## src/hdl/spec_language_lexer_unit_defines.svh

```systemverilog
// Assertion macros for the lexer unit.
`ifndef SPEC_LANGUAGE_LEXER_UNIT_DEFINES_SVH
`define SPEC_LANGUAGE_LEXER_UNIT_DEFINES_SVH
// Assert that a property holds on every clock edge outside reset.
`define SLL_ASSERT(lbl, clk, rst_n, prop, msg) \
  lbl: assert property (@(posedge clk) disable iff (!rst_n) (prop)) else $error(msg);
// Assert that a condition holds at every clock edge, reset included.
`define SLL_ASSERT_ALWAYS(lbl, clk, cond, msg) \
  lbl: assert property (@(posedge clk) (cond)) else $error(msg);
`endif

```

## src/hdl/sll_pkg.sv

```systemverilog
// Package with the types, codes and classification functions of the lexer.
package sll_pkg;

  typedef enum logic [3:0] {
    MODE_IDLE, MODE_SLASH, MODE_LINE, MODE_BLOCK, MODE_BLOCK_STAR, MODE_IDENT,
    MODE_NUMBER, MODE_STRING, MODE_STRING_ESC, MODE_SYM, MODE_ERROR
  } mode_e;

  localparam logic [4:0] KIND_IDENT   = 5'd0;
  localparam logic [4:0] KIND_NUMBER  = 5'd1;
  localparam logic [4:0] KIND_STRING  = 5'd2;
  localparam logic [4:0] KIND_IFF     = 5'd3;
  localparam logic [4:0] KIND_IMPLIES = 5'd4;
  localparam logic [4:0] KIND_ANDAND  = 5'd5;
  localparam logic [4:0] KIND_OROR    = 5'd6;
  localparam logic [4:0] KIND_DOTDOT  = 5'd7;
  localparam logic [4:0] KIND_SINGLE0 = 5'd8;
  localparam logic [4:0] KIND_UNKNOWN = 5'd22;
  localparam logic [4:0] KIND_END     = 5'd23;

  localparam int unsigned MaxRes = 3;
  localparam int unsigned QueueDepth = 4;

  typedef struct packed {
    logic [7:0] char_code;
    logic       end_of_input;
  } in_item_t;

  typedef struct packed {
    logic [4:0] token_kind;
    logic [7:0] char_code_res;
    logic       has_char;
    logic       first_of_token;
    logic       last_of_token;
    logic       parse_error;
    logic       last_of_run;
  } out_item_t;

  typedef struct packed {
    logic [1:0]  count;
    out_item_t   res0;
    out_item_t   res1;
    out_item_t   res2;
  } batch_t;

  function automatic logic is_letter(input logic [7:0] c);
    return (c >= 8'h61 && c <= 8'h7a) || (c >= 8'h41 && c <= 8'h5a);
  endfunction

  function automatic logic is_digit(input logic [7:0] c);
    return c >= 8'h30 && c <= 8'h39;
  endfunction

  function automatic logic is_space(input logic [7:0] c);
    return c == 8'h20 || (c >= 8'd9 && c <= 8'd13);
  endfunction

  function automatic logic [4:0] single_kind(input logic [7:0] c);
    logic [4:0] k;
    k = KIND_UNKNOWN;
    unique case (c)
      8'h7b: k = 5'd8;
      8'h7d: k = 5'd9;
      8'h28: k = 5'd10;
      8'h29: k = 5'd11;
      8'h5b: k = 5'd12;
      8'h5d: k = 5'd13;
      8'h3b: k = 5'd14;
      8'h3a: k = 5'd15;
      8'h2c: k = 5'd16;
      8'h40: k = 5'd17;
      8'h27: k = 5'd18;
      8'h21: k = 5'd19;
      8'h26: k = 5'd20;
      8'h7c: k = 5'd21;
      default: k = KIND_UNKNOWN;
    endcase
    return k;
  endfunction

  function automatic out_item_t mk(input logic [4:0] kind, input logic [7:0] ch,
                                   input logic has, input logic first,
                                   input logic last, input logic err);
    out_item_t r;
    r.token_kind = kind;
    r.char_code_res = has ? ch : 8'd0;
    r.has_char = has;
    r.first_of_token = first;
    r.last_of_token = last;
    r.parse_error = err;
    r.last_of_run = 1'b0;
    return r;
  endfunction

endpackage

```

## src/hdl/sll_front.sv

```systemverilog
// Front end: classifies each item, advances lexer state and forms a batch of results.
module sll_front import sll_pkg::*; (
  input  logic     clk_i,
  input  logic     rst_ni,
  input  logic     take_i,
  input  in_item_t item_i,
  output batch_t   batch_o
);

  mode_e      mode_q, mode_d;
  logic [7:0] h0_q, h0_d, h1_q, h1_d;
  logic [1:0] cnt_q, cnt_d;
  logic       started_q, started_d;
  batch_t     b;
  out_item_t  r [MaxRes];
  logic [1:0] n;
  logic [7:0] c;

  always_comb begin
    logic       st_done;
    mode_e      sm;
    logic [7:0] s0;
    logic [1:0] sc;
    logic       restart;
    logic       more;
    logic [4:0] kind;
    logic [4:0] mk_kind;
    c = item_i.char_code;
    mode_d = mode_q;
    h0_d = h0_q;
    h1_d = h1_q;
    cnt_d = cnt_q;
    started_d = started_q;
    n = 2'd0;
    for (int i = 0; i < MaxRes; i++) r[i] = '0;
    restart = 1'b0;
    st_done = 1'b0;
    sm = MODE_IDLE;
    s0 = 8'd0;
    sc = 2'd0;
    more = 1'b0;
    kind = KIND_IDENT;
    mk_kind = KIND_IDENT;
    if (mode_q == MODE_ERROR) begin
      n = 2'd0;
    end else if (item_i.end_of_input) begin
      unique case (mode_q)
        MODE_IDENT, MODE_NUMBER: begin
          r[0] = mk(mode_q == MODE_IDENT ? KIND_IDENT : KIND_NUMBER, h0_q, 1'b1,
                    !started_q, 1'b1, 1'b0);
          n = 2'd1;
        end
        MODE_SLASH: begin
          r[0] = mk(KIND_UNKNOWN, 8'h2f, 1'b1, 1'b1, 1'b1, 1'b0);
          n = 2'd1;
        end
        MODE_SYM: begin
          r[0] = mk(single_kind(h0_q), h0_q, 1'b1, 1'b1, 1'b1, 1'b0);
          r[1] = mk(single_kind(h1_q), h1_q, 1'b1, 1'b1, 1'b1, 1'b0);
          n = (cnt_q >= 2'd2) ? 2'd2 : 2'd1;
        end
        default: n = 2'd0;
      endcase
      if (mode_q == MODE_STRING || mode_q == MODE_STRING_ESC) begin
        r[0] = mk(KIND_STRING, 8'd0, 1'b0, 1'b0, 1'b0, 1'b1);
        n = 2'd1;
        mode_d = MODE_ERROR;
      end else begin
        r[n] = mk(KIND_END, 8'd0, 1'b0, 1'b1, 1'b1, 1'b0);
        n = n + 2'd1;
        mode_d = MODE_IDLE;
      end
      h0_d = 8'd0;
      h1_d = 8'd0;
      cnt_d = 2'd0;
      started_d = 1'b0;
    end else begin
      unique case (mode_q)
        MODE_SLASH: begin
          if (c == 8'h2f) mode_d = MODE_LINE;
          else if (c == 8'h2a) mode_d = MODE_BLOCK;
          else begin
            r[0] = mk(KIND_UNKNOWN, 8'h2f, 1'b1, 1'b1, 1'b1, 1'b0);
            n = 2'd1;
            restart = 1'b1;
          end
        end
        MODE_LINE: if (c == 8'h0a) mode_d = MODE_IDLE;
        MODE_BLOCK: if (c == 8'h2a) mode_d = MODE_BLOCK_STAR;
        MODE_BLOCK_STAR: begin
          if (c == 8'h2f) mode_d = MODE_IDLE;
          else if (c != 8'h2a) mode_d = MODE_BLOCK;
        end
        MODE_IDENT, MODE_NUMBER: begin
          kind = (mode_q == MODE_IDENT) ? KIND_IDENT : KIND_NUMBER;
          more = (mode_q == MODE_IDENT) ? (is_letter(c) || is_digit(c) || c == 8'h5f)
                                        : is_digit(c);
          r[0] = mk(kind, h0_q, 1'b1, !started_q, !more, 1'b0);
          n = 2'd1;
          if (more) begin
            started_d = 1'b1;
            h0_d = c;
          end else begin
            restart = 1'b1;
          end
        end
        MODE_STRING: begin
          if (c == 8'h22) begin
            r[0] = (cnt_q != 2'd0) ? mk(KIND_STRING, h0_q, 1'b1, !started_q, 1'b1, 1'b0)
                                   : mk(KIND_STRING, 8'd0, 1'b0, 1'b1, 1'b1, 1'b0);
            n = 2'd1;
            mode_d = MODE_IDLE;
            h0_d = 8'd0;
            h1_d = 8'd0;
            cnt_d = 2'd0;
            started_d = 1'b0;
          end else if (c == 8'h5c) begin
            mode_d = MODE_STRING_ESC;
          end else begin
            if (cnt_q != 2'd0) begin
              r[0] = mk(KIND_STRING, h0_q, 1'b1, !started_q, 1'b0, 1'b0);
              n = 2'd1;
              started_d = 1'b1;
            end
            h0_d = c;
            cnt_d = 2'd1;
          end
        end
        MODE_STRING_ESC: begin
          if (cnt_q != 2'd0) begin
            r[0] = mk(KIND_STRING, h0_q, 1'b1, !started_q, 1'b0, 1'b0);
            n = 2'd1;
            started_d = 1'b1;
          end
          h0_d = c;
          cnt_d = 2'd1;
          mode_d = MODE_STRING;
        end
        MODE_SYM: begin
          st_done = 1'b1;
          if (cnt_q >= 2'd2) begin
            if (c == 8'h3e) mk_kind = KIND_IFF;
            else st_done = 1'b0;
          end else if (h0_q == 8'h3c && c == 8'h2d) begin
            h1_d = c;
            cnt_d = 2'd2;
            st_done = 1'b0;
            mk_kind = KIND_IDENT;
          end else if (h0_q == 8'h2d && c == 8'h3e) mk_kind = KIND_IMPLIES;
          else if (h0_q == 8'h26 && c == 8'h26) mk_kind = KIND_ANDAND;
          else if (h0_q == 8'h7c && c == 8'h7c) mk_kind = KIND_OROR;
          else if (h0_q == 8'h2e && c == 8'h2e) mk_kind = KIND_DOTDOT;
          else st_done = 1'b0;
          if (st_done) begin
            if (cnt_q >= 2'd2) begin
              r[0] = mk(mk_kind, h0_q, 1'b1, 1'b1, 1'b0, 1'b0);
              r[1] = mk(mk_kind, h1_q, 1'b1, 1'b0, 1'b0, 1'b0);
              r[2] = mk(mk_kind, c, 1'b1, 1'b0, 1'b1, 1'b0);
              n = 2'd3;
            end else begin
              r[0] = mk(mk_kind, h0_q, 1'b1, 1'b1, 1'b0, 1'b0);
              r[1] = mk(mk_kind, c, 1'b1, 1'b0, 1'b1, 1'b0);
              n = 2'd2;
            end
            mode_d = MODE_IDLE;
            h0_d = 8'd0;
            h1_d = 8'd0;
            cnt_d = 2'd0;
            started_d = 1'b0;
          end else if (!(cnt_q < 2'd2 && h0_q == 8'h3c && c == 8'h2d)) begin
            r[0] = mk(single_kind(h0_q), h0_q, 1'b1, 1'b1, 1'b1, 1'b0);
            r[1] = mk(single_kind(h1_q), h1_q, 1'b1, 1'b1, 1'b1, 1'b0);
            n = (cnt_q >= 2'd2) ? 2'd2 : 2'd1;
            restart = 1'b1;
          end
        end
        default: restart = 1'b1;
      endcase
      if (restart) begin
        sm = MODE_IDLE;
        s0 = 8'd0;
        sc = 2'd0;
        if (is_space(c)) begin
          sm = MODE_IDLE;
        end else if (c == 8'h2f) begin
          sm = MODE_SLASH;
        end else if (is_letter(c) || c == 8'h5f) begin
          sm = MODE_IDENT; s0 = c; sc = 2'd1;
        end else if (is_digit(c)) begin
          sm = MODE_NUMBER; s0 = c; sc = 2'd1;
        end else if (c == 8'h22) begin
          sm = MODE_STRING;
        end else if (c == 8'h3c || c == 8'h2d || c == 8'h26 || c == 8'h7c || c == 8'h2e) begin
          sm = MODE_SYM; s0 = c; sc = 2'd1;
        end else begin
          r[n] = mk(single_kind(c), c, 1'b1, 1'b1, 1'b1, 1'b0);
          n = n + 2'd1;
        end
        mode_d = sm;
        h0_d = s0;
        h1_d = 8'd0;
        cnt_d = sc;
        started_d = 1'b0;
      end
    end
    for (int i = 0; i < MaxRes; i++) begin
      if (n == 2'(i + 1)) r[i].last_of_run = 1'b1;
    end
    b.count = n;
    b.res0 = r[0];
    b.res1 = r[1];
    b.res2 = r[2];
  end

  assign batch_o = b;

  always_ff @(posedge clk_i or negedge rst_ni) begin
    if (!rst_ni) begin
      mode_q <= MODE_IDLE;
      h0_q <= 8'd0;
      h1_q <= 8'd0;
      cnt_q <= 2'd0;
      started_q <= 1'b0;
    end else if (take_i) begin
      mode_q <= mode_d;
      h0_q <= h0_d;
      h1_q <= h1_d;
      cnt_q <= cnt_d;
      started_q <= started_d;
    end
  end

endmodule

```

## src/hdl/sll_back.sv

```systemverilog
// Back end: queue of result batches, unrolled into single result items.
module sll_back import sll_pkg::*; (
  input  logic      clk_i,
  input  logic      rst_ni,
  input  logic      push_i,
  input  batch_t    batch_i,
  output logic      full_o,
  output logic      empty_o,
  input  logic      pop_i,
  output out_item_t item_o
);

  localparam int unsigned PtrW = $clog2(QueueDepth);

  batch_t        mem_q [QueueDepth];
  logic [PtrW-1:0] wr_q, rd_q;
  logic [PtrW:0]   fill_q;
  logic [1:0]      sub_q;
  batch_t          head;
  logic            wr, rd, head_ok;

  assign head = mem_q[rd_q];
  assign head_ok = fill_q != '0;
  assign full_o = fill_q == (PtrW+1)'(QueueDepth);
  assign wr = push_i && !full_o && batch_i.count != 2'd0;

  always_comb begin
    unique case (sub_q)
      2'd0: item_o = head.res0;
      2'd1: item_o = head.res1;
      default: item_o = head.res2;
    endcase
  end

  assign empty_o = !head_ok;
  assign rd = pop_i && head_ok && (sub_q + 2'd1 == head.count);

  always_ff @(posedge clk_i) begin
    if (wr) mem_q[wr_q] <= batch_i;
  end

  always_ff @(posedge clk_i or negedge rst_ni) begin
    if (!rst_ni) begin
      wr_q <= '0;
      rd_q <= '0;
      fill_q <= '0;
      sub_q <= 2'd0;
    end else begin
      if (wr) wr_q <= wr_q + 1'b1;
      if (rd) rd_q <= rd_q + 1'b1;
      fill_q <= fill_q + (PtrW+1)'(wr) - (PtrW+1)'(rd);
      if (rd) sub_q <= 2'd0;
      else if (pop_i && head_ok) sub_q <= sub_q + 2'd1;
    end
  end

endmodule

```

## src/hdl/spec_language_lexer_unit.sv

```systemverilog
// Top level of the lexer unit: front classifier feeding a batch queue.
// Reset clears lexer state and queue at once; results queue as their item is taken.
// Throughput: one input item per cycle while the four-entry batch queue has room.
// Output: one result item per cycle while pop is high and the queue is not empty;
// an item's up to three results leave on successive pops.
`include "spec_language_lexer_unit_defines.svh"
module spec_language_lexer_unit import sll_pkg::*; (
  input  logic      clk_i,
  input  logic      rst_ni,
  input  logic      push,
  output logic      full,
  input  in_item_t  in_item_i,
  output logic      empty,
  input  logic      pop,
  output out_item_t out_item_o
);

  batch_t batch;
  logic   take;

  assign take = push && !full;

  sll_front u_front (
    .clk_i, .rst_ni, .take_i(take), .item_i(in_item_i), .batch_o(batch)
  );

  sll_back u_back (
    .clk_i, .rst_ni, .push_i(push), .batch_i(batch), .full_o(full),
    .empty_o(empty), .pop_i(pop), .item_o(out_item_o)
  );

  `SLL_ASSERT(a_err_alone, clk_i, rst_ni, !empty && out_item_o.parse_error |-> out_item_o.last_of_run, "error result not last of run")
  `SLL_ASSERT(a_end_marks, clk_i, rst_ni, !empty && out_item_o.token_kind == KIND_END |-> out_item_o.first_of_token && out_item_o.last_of_token && out_item_o.last_of_run, "end result marks wrong")
  `SLL_ASSERT(a_count_ok, clk_i, rst_ni, batch.count != 2'd3 || batch.res2.last_of_run, "batch count mismatch")

endmodule

```

## config.mk

```make
export PLATFORM = sky130hd
export DESIGN_NAME = spec_language_lexer_unit
export DESIGN_NICKNAME = d
export VERILOG_FILES = /design/src/hdl/sll_pkg.sv /design/src/hdl/sll_front.sv /design/src/hdl/sll_back.sv /design/src/hdl/spec_language_lexer_unit.sv
export VERILOG_INCLUDE_DIRS = /design/src /design/src/hdl
export SDC_FILE = /design/constraint.sdc
export NUM_CORES = 1
export LEC_CHECK = 0
export ABC_AREA = 1
export BUFFER_PORTS_ARGS = -buffer_cell sky130_fd_sc_hd__buf_2
export CORE_AREA = 2 2 174 176
export CTS_CLUSTER_DIAMETER = 40
export DETAILED_ROUTE_END_ITERATION = 10
export DIE_AREA = 0 0 176 178
export PLACE_DENSITY = 0.61
export SETUP_SLACK_MARGIN = 0.5
export SLEW_MARGIN = 30
export SYNTH_ARGS = -nofsm -noshare
export SYNTH_HDL_FRONTEND = slang
export SYNTH_SLANG_ARGS = --single-unit
```

## constraint.sdc

```tcl
create_clock -name clk_i -period 15 [get_ports clk_i]
set_input_delay 0.75 -clock clk_i [delete_from_list [all_inputs] [get_ports clk_i]]
set_output_delay 0.75 -clock clk_i [all_outputs]
set_load 0.01 [all_outputs]
```

Yosys cells after proc, flatten, opt, wreduce, memory -nomap -nowiden
Memories as Yosys holds them, arrays and structs flattened.
Cells that the tools add are included.
{ "word_totals": {"input_bits": 13, "register_bits": 32, "word_cells": 340, "out_inout_bits": 20, "mem_bits_rw": 224, "n_memories": 1} }
{ "classes": {"bitwise_logic": 6, "add_sub_neg": 7, "eq_ne": 84, "n_reduce_logical": 47, "n_lt_le_gt_ge": 14, "muxes": 172} }
{ "mem_list": {"columns": ["memory", "words", "word_bits", "read_ports", "rd_ports_with_merged_regs", "wr", "line", "source"], "rows": [
  ["u_back.mem_q", 4, 56, 1, 0, 1, "sll_back.sv:15", "batch_t mem_q [QueueDepth];"]
]} }
{ "op_table": {"columns": ["op", "count"], "rows": [
  ["two-way mux 54 bit", 9],
  ["two-way mux 18 bit", 16],
  ["equality test 8 x 6 -> 1 bit, second input constant", 35],
  ["two-way mux 36 bit", 6],
  ["one-hot mux 5 bit (14 select lines)", 3],
  ["equality test 8 x 7 -> 1 bit, second input constant", 20],
  ["two-way mux 8 bit", 18],
  ["one-hot mux 18 bit (5 select lines)", 1],
  ["demux 18 bit (select 2 bit)", 2],
  ["two-way mux 4 bit", 18],
  ["two-way mux 2 bit", 35],
  ["two-way mux 5 bit", 14],
  ["bitwise mux 54 bit", 1],
  ["one-hot mux 18 bit (3 select lines)", 1],
  ["bitwise AND 36 bit", 1],
  ["NOT 36 bit", 1],
  ["one-hot mux 18 bit (2 select lines)", 1],
  ["two-way mux 1 bit", 35],
  ["one-hot mux 8 bit (4 select lines)", 1],
  ["one-hot mux 4 bit (7 select lines)", 1],
  ["two-way mux 13 bit", 2],
  ["bitwise OR 18 bit", 1],
  ["AND reduction 6 bit", 3],
  ["logical AND 1 bit", 17],
  ["other kinds (50)", 88]
]} }

Longest topological paths before layout
Gate-level depths: netlist (run 1).
{ "logic_depth": {"depth_word": 31, "mapped_depth": 22, "depth_no_buf": 21} }

Hierarchy
From an unflattened synthesis (run 1), not the netlist that was laid out.
{ "unflattened": {"cells_unflattened": 1494, "area_unflattened_um2": 13515.5} }
{ "by_module_without_submodules": {"columns": ["module", "cells_each", "area_each_um2", "seq_area_each_um2", "instances"], "rows": [
  ["sll_back", 694, 9152.5, 6951.7, 1],
  ["sll_front", 798, 4352.9, 575.6, 1],
  ["spec_language_lexer_unit", 2, 10.0, 0.0, 1]
]} }

Worst setup path before layout (run 1)
No wires, ideal clock.
{ "synth_timing": {"kind": "input-to-reg", "start": "in in_item_i[1] in the netlist's numbering", "end": "mem u_back.mem_q[0][0] in the netlist's numbering (enable)", "arrival_ps": 4970, "path_stages": 19, "path_slack_ps": 9564, "path_buffers": 1, "required_ps": 14534, "setup_time_ps": 466, "path_cell_list": "buf_4 > inv_2 > nand2_1 > nor2_1 > nand2_1 > nand3_4 > nand2_1 > nor2_1 > nand3_1 > nor2_1 > inv_1 > ha_1 > inv_1 > nand3_1 > nand3_1 > nand2_1 > nand2_2 > nand2_2 > nor2_1"} }
{ "synth_between": {"elab_chain_len": 29, "elab_cells_between_ends": 81, "classes_between": "1 x add/sub; 8 x order compare; 12 x eq/ne; 39 x mux; 21 x reduce/logical"} }
{ "synth_rtl": {"columns": ["item", "line", "source"], "rows": [
  ["from (decl)", "spec_language_lexer_unit.sv:12", "input in_item_t in_item_i,"],
  ["equality test 8 x 6 -> 1 bit", "sll_front.sv:152, sll_front.sv:193", null],
  ["logical AND 1 bit", "sll_front.sv:152", "else if (h0_q == 8'h2e && c == 8'h2e) mk_kind = KIND_DOTDOT;"],
  ["two-way mux 1 bit", "sll_front.sv:152", null],
  ["two-way mux 1 bit", "sll_front.sv:151", "else if (h0_q == 8'h7c && c == 8'h7c) mk_kind = KIND_OROR;"],
  ["two-way mux 1 bit", "sll_front.sv:150", "else if (h0_q == 8'h26 && c == 8'h26) mk_kind = KIND_ANDAND;"],
  ["two-way mux 1 bit", "sll_front.sv:149", "end else if (h0_q == 8'h2d && c == 8'h3e) mk_kind = KIND_IMPLIES;"],
  ["two-way mux 1 bit", "sll_front.sv:144", "end else if (h0_q == 8'h3c && c == 8'h2d) begin"],
  ["two-way mux 1 bit", "sll_front.sv:141", "if (cnt_q >= 2'd2) begin"],
  ["[... 13 more ...]", null, null],
  ["two-way mux 2 bit", "sll_front.sv:183", "if (is_space(c)) begin"],
  ["two-way mux 2 bit *", "sll_front.sv:179", "if (restart) begin"],
  ["two-way mux 2 bit *", "sll_front.sv:46", "end else if (item_i.end_of_input) begin"],
  ["two-way mux 2 bit *", "sll_front.sv:44", "if (mode_q == MODE_ERROR) begin"],
  ["nonzero test 2 bit *", "sll_back.sv:25", "assign wr = push_i && !full_o && batch_i.count != 2'd0;"],
  ["logical AND 1 bit *", "sll_back.sv:25", null],
  ["two-way mux 1 bit *", "sll_back.sv:39", "if (wr) mem_q[wr_q] <= batch_i;"],
  ["two-way mux 1 bit (not written as such) *", "sll_back.sv:39", null],
  ["to (decl)", "sll_back.sv:15", null]
]} }
Every way passes the cells marked *; elsewhere a longest branch is shown, timed or not. The select of a mux whose other input is x is not followed.

Worst setup path in the final report (run 1)
{ "layout_timing": {"start": "reg u_front.mode_q[2]", "end": "mem u_back.mem_q[3][52] in the netlist's numbering (enable)"} }
{ "layout_between": {"elab_chain_len": 19, "elab_cells_between_ends": 41, "classes_between": "2 x add/sub; 10 x eq/ne; 23 x mux; 6 x reduce/logical"} }
{ "layout_rtl": {"columns": ["item", "line", "source"], "rows": [
  ["from (decl)", "sll_front.sv:10", "mode_e mode_q, mode_d;"],
  ["from (signal assigned)", "sll_front.sv:225", "mode_q <= mode_d;"],
  ["equality test 4 x 3 -> 1 bit, on equally long branches", "sll_front.sv:47, sll_front.sv:78, sll_front.sv:96", null],
  ["OR reduction 2 bit", "sll_front.sv:78", "unique case (mode_q)"],
  ["one-hot mux 2 bit (5 select lines)", "sll_front.sv:78", null],
  ["two-way mux 2 bit", "sll_front.sv:46", null],
  ["two-way mux 2 bit", "sll_front.sv:44", null],
  ["adder 2 x 1 -> 2 bit", "sll_front.sv:197", "n = n + 2'd1;"],
  ["two-way mux 2 bit", "sll_front.sv:193", "end else if (c == 8'h3c || c == 8'h2d || c == 8'h26 || c == 8'h7c || c == 8'h2e) begin"],
  ["two-way mux 2 bit", "sll_front.sv:191", "end else if (c == 8'h22) begin"],
  ["[... 3 more ...]", null, null],
  ["two-way mux 2 bit", "sll_front.sv:183", null],
  ["two-way mux 2 bit", "sll_front.sv:179", null],
  ["two-way mux 2 bit", "sll_front.sv:46", null],
  ["two-way mux 2 bit *", "sll_front.sv:44", null],
  ["nonzero test 2 bit *", "sll_back.sv:25", null],
  ["logical AND 1 bit *", "sll_back.sv:25", null],
  ["two-way mux 1 bit *", "sll_back.sv:39", null],
  ["two-way mux 1 bit (not written as such) *", "sll_back.sv:39", null]
]} }
Marks and branches as above.

==> flow_summary.toml, run 1 <==
[synth]
synth_mux_area_share_pct = 0
synth_nets = 1467
synth_ff_type = "edfxtp_1"
synth_fa_ha_area_share_pct = 1.498
yosys_warnings = 0
synth_compound_area_share_pct = 13.84
ys_seq_area_share_pct = 55.91
yosys-top-cells-area = "edfxtp_1 50%, nand2_1 7.0%, nor2_1 6.5%"
synth_seq_cells = 248
syn_area_sq_um = 13030
synthSimpleGateAreaFrac_pct = 22.28
synthArstFlopShare_pct = 12.90
synth_top_family_by_area = "simple AND/OR/NAND/NOR gates"
yosysMostFrequentCell = "nand2_1"
synth_cell_types = 58
synth_xor_area_share_pct = 0.4032
synth_cells = 1439
yosysTopAreaCellShare_pct = 49.76
yosysTopAreaCell = "edfxtp_1"
postSynthAreaPerCell_sq_um = 9.058
synth-edff-count = 216
synth_common_cells = "242 x nand2_1, 224 x nor2_1, 216 x edfxtp_1"

[worst_setup_path]
r2r_slack_ps = 10610
critPathKind = "flip-flop to flip-flop"
crit_family = "simple AND/OR/NAND/NOR gates"
cp-start-kind = "flip-flop"
arrival_ps = 4520
r2r-end = "u_back.mem_q[3][52]$_DFFE_PP_"
worstPathRequired_ps = 15120
critPathSlowestCell = "nor2_1"
path_depth = 16
crit_fanout = 54
crit_chain = "nor2_1 -> nand2_1 -> nor2_1 -> nand2_1 -> nand3_1 -> nor2_1 -> inv_1 -> ha_1 -> inv_1 -> nand3_1 -> nand3_1 -> nand2_1 -> nand2_2 -> nand2_2 -> nor2_4 -> buf_4"
reg2reg_depth = 16
worstSetupEndpoint = "u_back.mem_q[3][52]$_DFFE_PP_"
path_buf_inv = 3
crit_path_max_incr_delay_ps = 640
critical_path.startpoint = "u_front.mode_q[2]$_DFFE_PN0P_"
cp-end-kind = "flip-flop"
reg2reg_from = "u_front.mode_q[2]$_DFFE_PN0P_"

[sta]
setup_viol = 0
tns_ps = 0
post-route-min-period_ps = 4392
finalMaxSlewViolations = 0
post-route-period-util_pct = 29.28
layout_setup_ws_ps = 10610
clock.fmax_mhz = 227.7
tightest_slew_ps = 953.6
fin_skew_ps = 24.48
hold_violations = 0
relSlewSlack_pct = 35.84
rsz0062_at_grt = "false"

[finish]
fin_area_sq_um = 14730
final_nets = 1487
layout-drive-gt1-share_pct = 11.92
fillers = 2771
syn_to_final_growth_pct = 13.01
diodes = 0

[clock_tree]
cts_resized = 0
cts_buffers = 35
post_cts_buffers = 0
cts_tree = "done"
worstSkewPairLatency_ps = 520
clk_pin_slew_worst_paths_ps = 60
cts_sinks = 248
clockBufferDepth = 3
htreeDepth = 2
cts.root.buffer_cell = "clkbuf_16"
ctsHoldBuffers = 0

[route]
drt-total-wl_mm = 39.33
firstDrtPassIters = 6
vias_per_cell = 5.662
drt_iter0_markers = 999
wire_per_inst_microns = 20.98
ant_nets = 0
vias = 10620
route.detailed.drc = 0

[power_and_ir_drop]
powerDensity_nw_per_um2 = 214.6
p_leak_nw = 5.716
power_mw = 3.161
ir_drop_uv = 141.6

[global_route]
overflow = 0
gr-usage-all-layers_pct = 25.63
grt_pass1_wl_mm = 60.84
first_global_vias = 10190
grt_max_degree = 77
antenna_found_initial = 0

[floorplanning]
chipHeight_microns = 178
die_width_microns = 176
initial_core_util_pct = 44.33
ios = 33
rows = 63
die_area_sq_um = 31330
core_sq_um = 29400

[place]
pre_cts_slack_ps = 10400
hpwl_mm = 27.16
gp_congestion = 1.018
io_buffer_count = 32
placed_area_sq_um = 13520

[flow_run]
max-cap-violations = 0

[worst_hold_path]
hp-class = "primary input to asynchronous set/reset pin"

[run_status]
status = "finished clean"
==> registers in the layout (all words and copies together), names as in the netlist <==
signal,flops
u_back.fill_q,3
u_back.rd_q,2
u_back.sub_q,2
u_front.cnt_q,2
u_front.h0_q,8
u_back.wr_q,2
u_front.mode_q,4
u_front.h1_q,8
u_back.mem_q,216
u_front.started_q,1
==> stage by stage <==
stage / util (%) / std cells / hold slack [ps]
global route: 50.10 / 1875 / 388.2
floorplan: - / 1439 / 454.0
global placement: 45.98 / 1812 / 476.7
detailed placement: 45.98 / 1812 / 475.5
CTS: 50.09 / 1875 / 345.3
finish: 50.10 / 1875 / 312.7
==> worst min path at each step <==
| stage | from | cells after the start | end |
|---|---|---|---|
| after floorplan | rst_ni | 0 | u_back.fill_q[0]$_DFF_PN0_ |
| after global placement | u_front.h0_q[7]$_DFFE_PN0P_ | 2 | u_front.h0_q[7]$_DFFE_PN0P_ |
| after detailed placement | u_front.h0_q[7]$_DFFE_PN0P_ | 2 | u_front.h0_q[7]$_DFFE_PN0P_ |
| after CTS | rst_ni | 1 | u_back.rd_q[1]$_DFFE_PN0P_ |
| after global routing | rst_ni | 1 | u_back.sub_q[1]$_DFFE_PN0P_ |
| final | rst_ni | 1 | u_back.sub_q[0]$_DFFE_PN0P_ |
==> cell families after synthesis <==
| kind of cell | Yosys count |
|---|---|
| AO/OA/AOI/OAI | 324 |
| XOR/XNOR | 6 |
| adder cells (fa/ha/maj) | 15 |
| buffers and inverters | 191 |
| flip-flops | 248 |
| AND/OR/NAND/NOR | 655 |
==> report_power, final <==
group | total, mW | switching (mW) | internal (mW)
Sequential | 1.05 | 0.0764 | 0.976
Clock | 0.837 | 0.316 | 0.521
Combinational | 1.27 | 0.922 | 0.351
==> worst register-to-register path, stage by stage, from the launching register on <==
cell and delay, ps:
dfrtp_1 400, nor2_1 190, nand2_1 390, nor2_1 650, nand2_1 300, nand3_1 150, nor2_1 90, inv_1 90
ha_1 230, inv_1 50, nand3_1 80, nand3_1 110, nand2_1 150, nand2_2 140, nand2_2 160, nor2_4 110
buf_4 620
==> final cells by class <==
class                   instances  area [sq um]  share of cell area, %
clock inverters                23         294.0                  1.996
flip-flops and latches        248          7291                  49.50
repair buffers                 46         265.3                  1.801
clock buffers                  40         915.9                  6.218
multi-input cells            1000          4986                  33.85
well taps                     390         488.0                  3.313
inverters                     128         489.2                  3.321
==> layer usage <==
layer  wire length (microns)  GRT usage [%]
met1                   17130          34.64
met4                    1361          8.988
met5                       0              0
met2                   18330          42.19
met3                    2508          4.092
==> cell usage in the layout, fill, tap and decap left out, types with 3 or more instances in the layout <==
cell       instances
inv_8              3
o21a_1             5
clkbuf_1           4
o211ai_1           3
o22ai_1           56
nor2_4             9
nand4_1           18
nor2_1           220
a31oi_1           10
nor4_1             3
xor2_1             5
buf_2             32
ha_1              14
clkbuf_16         36
nor2_2            11
dfrtp_1           31
inv_6              5
o21ai_1            3
nand2_2           18
inv_1            111
o21ai_2            3
a21oi_1           59
nand3_1           89
nand2_4            4
inv_2             12
nor3_1            24
o31ai_1            9
nand2_1          242
clkinv_4           5
clkinv_2           5
o21ai_0          164
buf_4             14
bufinv_16          4
edfxtp_1         216
Power figures use the tool's default switching activity.
==> run 2: changes to the inputs <==
==> constraint.sdc (replaced) <==
create_clock -name clk_i -period 4.2 [get_ports clk_i]
set_input_delay 0.21 -clock clk_i [delete_from_list [all_inputs] [get_ports clk_i]]
set_output_delay 0.21 -clock clk_i [all_outputs]
set_load 0.01 [all_outputs]
==> run 2 against run 1 <==
  * Sequential cell count unchanged
  * Cell area increased by 2.8%
  * Critical path depth decreased by 6
  * First-iteration DRC count increased by 18%
  * Count of clock-buffer cells in the layout decreased by 2
  * Clock power increased to 3.5 times the previous value
  * Utilization increased by 1.4 points
  * Via count increased by 1.9%
  * Largest power group unchanged
==> flow_summary.toml, run 2 (synthesized netlist as in run 1, its figures left out) <==
[sta]
tightest_slew_ps = 981.5
relSlewSlack_pct = 34.32
rsz0062_at_grt = "true"
hold_ws_ps = 22.29
post-route-min-period_ps = 3593
layout_setup_ws_ps = 607.1
tns_ps = 0
fin_skew_ps = 14.47
setup_viol = 0
hold_violations = 0
clock.fmax_mhz = 278.3
finalMaxSlewViolations = 0
post-route-period-util_pct = 85.54

[worst_setup_path]
worstPathRequired_ps = 4470
reg2reg_depth = 10
cp-start-kind = "flip-flop"
crit_path_max_incr_delay_ps = 740
critical_path.startpoint = "u_front.mode_q[0]$_DFFE_PN0P_"
r2r-end = "u_back.mem_q[1][42]$_DFFE_PP_"
critPathMostFrequentCell = "o21ai_0"
arrival_ps = 3860
critPathSlowestCell = "o21ai_0"
crit_fanout = 12
reg2reg_from = "u_front.mode_q[0]$_DFFE_PN0P_"
crit_family = "compound AO/OA/AOI/OAI gates"
path_buf_inv = 3
cp-end-kind = "flip-flop"
critPathKind = "flip-flop to flip-flop"
crit_chain = "inv_2 -> nor2_4 -> nand2_1 -> buf_4 -> o21ai_0 -> inv_1 -> ha_1 -> o21ai_0 -> o31ai_1 -> a21oi_1"
r2r_slack_ps = 610

[route]
drt-total-wl_mm = 40.49
wire_per_inst_microns = 21.17
vias_per_cell = 5.657
firstDrtPassIters = 6
vias = 10820
ant_nets = 0
drt_iter0_markers = 1180
route.detailed.drc = 0

[floorplanning]
die_area_sq_um = 31330
initial_core_util_pct = 44.33
rows = 63
die_width_microns = 176
chipHeight_microns = 178
ios = 33
core_sq_um = 29400

[finish]
register_area_sq_um = 7292
syn_to_final_growth_pct = 16.14
fin_area_sq_um = 15140
largest_reg_flops = 216
layout-drive-gt1-share_pct = 14.38
multi_input_area_sq_um = 5012
final_util_pct = 51.48
regMostFlops = "u_back.mem_q"
final_nets = 1525
fillers = 2727
diodes = 0
reg_top3 = "u_back.mem_q: 216 flops, u_front.h0_q: 8 flops, u_front.h1_q: 8 flops"
mostFrequentLayoutCell = "nand2_1"
mostFrequentLayoutCells = "242 x nand2_1, 217 x nor2_1, 216 x edfxtp_1"

[clock_tree]
cts_sinks = 248
clk_pin_slew_worst_paths_ps = 50
worstSkewPairLatency_ps = 520
cts.root.buffer_cell = "clkbuf_16"
cts_tree = "done"
clockBufferDepth = 3
cts_buffers = 34
htreeDepth = 2

[place]
gp_congestion = 1.026
pre_cts_slack_ps = 396.2
io_buffer_count = 32
hpwl_mm = 27.60
placed_area_sq_um = 13800

[power_and_ir_drop]
p_leak_nw = 5.940
ir_drop_uv = 336.5
powerDensity_nw_per_um2 = 759.1

[global_route]
grt_pass1_wl_mm = 61.35
grtUsageMet3_pct = 3.048
grt.busiest_layer = "met2"
antenna_found_initial = 0
overflow = 0
gr-usage-all-layers_pct = 25.85
grt_max_degree = 105
grtUsageMet1_pct = 36.07
grt_use_met2_pct = 42.40
first_global_vias = 10230

[worst_hold_path]
hold_end = "u_front.h0_q[7]$_DFFE_PN0P_"
hold_depth = 3
hp-class = "primary input to flip-flop"
hp-start = "in_item_i[8]"

[flow_run]
max-cap-violations = 0

[run_status]
status = "finished clean"
## run 2: final cells by class
cell class / count / share of cell area, %
clock inverters: 24 / 1.761
repair buffers: 85 / 4.645
multi-input cells: 1000 / 33.11
inverters: 128 / 3.224
clock buffers: 38 / 5.860
well taps: 390 / 3.224
flip-flops and latches: 248 / 48.17
## run 2: metal layers
metal  part of all wire (%)  up-vias  wire (microns)
li1                       -     5135               -
met5                      0        -               0
met4                    3.2        0            1303
met2                     47      436           18970
met3                    6.2      101            2519
met1                     44     5150           17700
## run 2: power by group
group          total, mW  switching [mW]  internal [mW]  leakage, nW
Clock               2.92            1.12           1.80        0.567
Sequential          3.70           0.221           3.48         2.42
Combinational       4.88            3.41           1.47         2.96
Total               11.5            4.75           6.74         5.94
## run 2: worst reg2reg max path: stages (launching register included)
cell and delay (ps):
dfrtp_1 440, inv_2 90, nor2_4 120, nand2_1 120
buf_4 210, o21ai_0 480, inv_1 140, ha_1 300
o21ai_0 740, o31ai_1 270, a21oi_1 430
## run 2: repair_timing
item,CTS,global route
setup endpoints to repair,0,280
gates resized for setup,0,10
hold buffers,1,0
buffers inserted,0,8
hold endpoints to repair,32,0
## run 2: worst max path at each step
stage                                               end  slack (ps)  depth (start not counted)
after detailed placement     u_back.fill_q[2]$_DFF_PN0_         400                         22
final                     u_back.mem_q[1][42]$_DFFE_PP_         610                         10
after floorplan            u_back.mem_q[0][0]$_DFFE_PP_         190                         19
after global routing         u_back.fill_q[2]$_DFF_PN0_         420                         21
after CTS                    u_back.fill_q[2]$_DFF_PN0_         500                         21
after global placement       u_back.fill_q[2]$_DFF_PN0_         480                         22
## run 2: through the flow
stage / power (mW) / std cells
2_1_floorplan: 6.820 / 1439
3_3_place_gp: 8.429 / 1840
3_5_place_dp: 8.450 / 1840
4_1_cts: 11.38 / 1903
5_1_grt: 12.15 / 1913
6_report: 11.49 / 1913
==> run 3: changes to the inputs <==
--- a/config.mk
+++ b/config.mk
@@ -12,6 +12,7 @@
 export CTS_CLUSTER_DIAMETER = 40
 export DETAILED_ROUTE_END_ITERATION = 10
 export DIE_AREA = 0 0 176 178
+export HOLD_SLACK_MARGIN = 0.06
 export PLACE_DENSITY = 0.61
 export SETUP_SLACK_MARGIN = 0.5
 export SLEW_MARGIN = 30
==> run 3 against run 2 <==
  * Sequential share of layout area hardly changed
  * Critical path depth up 4
  * Clock skew up 1.3 ps
  * Clock power is essentially flat
  * Worst setup slack better by 56 ps
  * Sequential cell count did not move
  * Cell count is essentially flat
  * Hold slack better by 52 ps
  * Fmax is 1.6% higher
  * Wire length barely moved
  * Largest cell class unchanged
==> flow_summary.toml, run 3 (synthesized netlist as in run 1, its figures left out) <==
[power_and_ir_drop]
p_leak_nw = 5.944
powerDensity_nw_per_um2 = 757.5
ir_drop_uv = 337.6
power_mw = 11.47

[route]
route.detailed.drc = 0
ant_nets = 0
vias = 10830
firstDrtPassIters = 9
wire_per_inst_microns = 21.14
drt_iter0_markers = 1148
drt-total-wl_mm = 40.47
vias_per_cell = 5.660

[global_route]
antenna_found_initial = 0
overflow = 0
grt_pass1_wl_mm = 61.35
gr-usage-all-layers_pct = 25.85
first_global_vias = 10230
grt_max_degree = 105

[worst_setup_path]
crit_chain = "inv_1 -> nand2_1 -> nor2_2 -> nand4_1 -> nor2_1 -> nor2_2 -> nand2_4 -> nand3_4 -> nand2_1 -> nor2_2 -> nand2_2 -> nand2_1 -> o21ai_0 -> inv_1"
path_depth = 14
critical_path.startpoint = "u_front.h0_q[6]$_DFFE_PN0P_"
crit_family = "simple AND/OR/NAND/NOR gates"
crit_fanout = 16
arrival_ps = 3770
path_buf_inv = 2
worstSetupEndpoint = "u_back.mem_q[0][38]$_DFFE_PP_"
cp-end-kind = "flip-flop"
critPathKind = "flip-flop to flip-flop"
cp-start-kind = "flip-flop"
reg2reg_depth = 14
worstPathRequired_ps = 4430
critPathSlowestCell = "o21ai_0"
crit_path_max_incr_delay_ps = 430
r2r-end = "u_back.mem_q[0][38]$_DFFE_PP_"
r2r_slack_ps = 660
reg2reg_from = "u_front.h0_q[6]$_DFFE_PN0P_"

[floorplanning]
initial_core_util_pct = 44.33
die_width_microns = 176
die_area_sq_um = 31330
chipHeight_microns = 178
ios = 33
rows = 63
core_sq_um = 29400

[place]
hpwl_mm = 27.60
placed_area_sq_um = 13800
gp_congestion = 1.026
io_buffer_count = 32

[sta]
relSlewSlack_pct = 36.51
post-route-min-period_ps = 3537
clock.fmax_mhz = 282.8
hold_violations = 0
tns_ps = 0
setup_viol = 0
rsz0062_at_grt = "true"
finalMaxSlewViolations = 0
post-route-period-util_pct = 84.20
tightest_slew_ps = 948.9
fin_skew_ps = 15.74

[finish]
mostFrequentLayoutCell = "nand2_1"
final_nets = 1526
layout-drive-gt1-share_pct = 14.37
syn_to_final_growth_pct = 16.21
fin_area_sq_um = 15150
mostFrequentLayoutCells = "242 x nand2_1, 217 x nor2_1, 216 x edfxtp_1"
largest_reg_flops = 216
fillers = 2727
regMostFlops = "u_back.mem_q"
diodes = 0
reg_top3 = "u_back.mem_q: 216 flops, u_front.h0_q: 8 flops, u_front.h1_q: 8 flops"

[clock_tree]
cts.root.buffer_cell = "clkbuf_16"
cts_tree = "done"
clk_pin_slew_worst_paths_ps = 50
clockBufferDepth = 3
cts_buffers = 34
cts_sinks = 248
htreeDepth = 2
worstSkewPairLatency_ps = 520

[run_status]
status = "finished clean"

[flow_run]
max-cap-violations = 0

[worst_hold_path]
hp-class = "primary input to flip-flop"
run 3: cell type report:
class	instances	area [sq um]	area share [%]
Sequential cell	248	7292	48.14
Multi-Input combinational cell	1000	5012	33.09
Clock buffer	38	887.1	5.857
Timing Repair Buffer	86	713.2	4.708
Inverter	128	488.0	3.222
Tap cell	390	488.0	3.222
Clock inverter	24	266.5	1.759
run 3: worst min-delay path by stage:
stage | cells after the start | slack [ps] | start | end
after CTS | 4 | 70 | pop | u_back.sub_q[0]$_DFFE_PN0P_
after detailed placement | 1 | 340 | rst_ni | u_back.rd_q[0]$_DFFE_PN0P_
after floorplan | 0 | -90 | rst_ni | u_back.fill_q[0]$_DFF_PN0_
final | 4 | 70 | pop | u_back.sub_q[0]$_DFFE_PN0P_
after global placement | 1 | 340 | rst_ni | u_back.rd_q[0]$_DFFE_PN0P_
after global routing | 4 | 150 | pop | u_back.sub_q[0]$_DFFE_PN0P_
run 3: per-stage QoR:
stage / util (%) / hold WS [ps] / setup slack, ps / std cells
floorplan: - / -85.59 / 186.8 / 1439
global placement: 46.95 / 340.1 / 484.9 / 1840
global route: 51.52 / 151.5 / 419.3 / 1914
CTS: 50.94 / 66.74 / 504.0 / 1904
detailed placement: 46.95 / 339.4 / 396.2 / 1840
finish: 51.52 / 73.88 / 663.5 / 1914
run 3: timing repair:
item,4_1_cts,5_1_grt
setup endpoints to repair,0,280
gates resized for setup,0,10
hold buffers,2,0
endpoints found under the hold margin,33,0
setup buffers,0,8
run 3: metal layers:
metal / GRT usage (%) / share of wire (%)
met5: 0 / 0
met4: 8.333 / 3.3
met3: 3.048 / 5.8
met2: 42.40 / 47
met1: 36.07 / 44
run 3: worst min-delay path, cell delays in order:
cell and delay [ps]:
buf_2 90, o21ai_0 130, nand2_1 60, o21ai_0 60
run 3: power by group:
part           internal (mW)  switching, mW  total [mW]
clock network           1.80           1.11        2.91
logic                   1.47           3.40        4.87
registers               3.48          0.222        3.70
total                   6.74           4.73        11.5
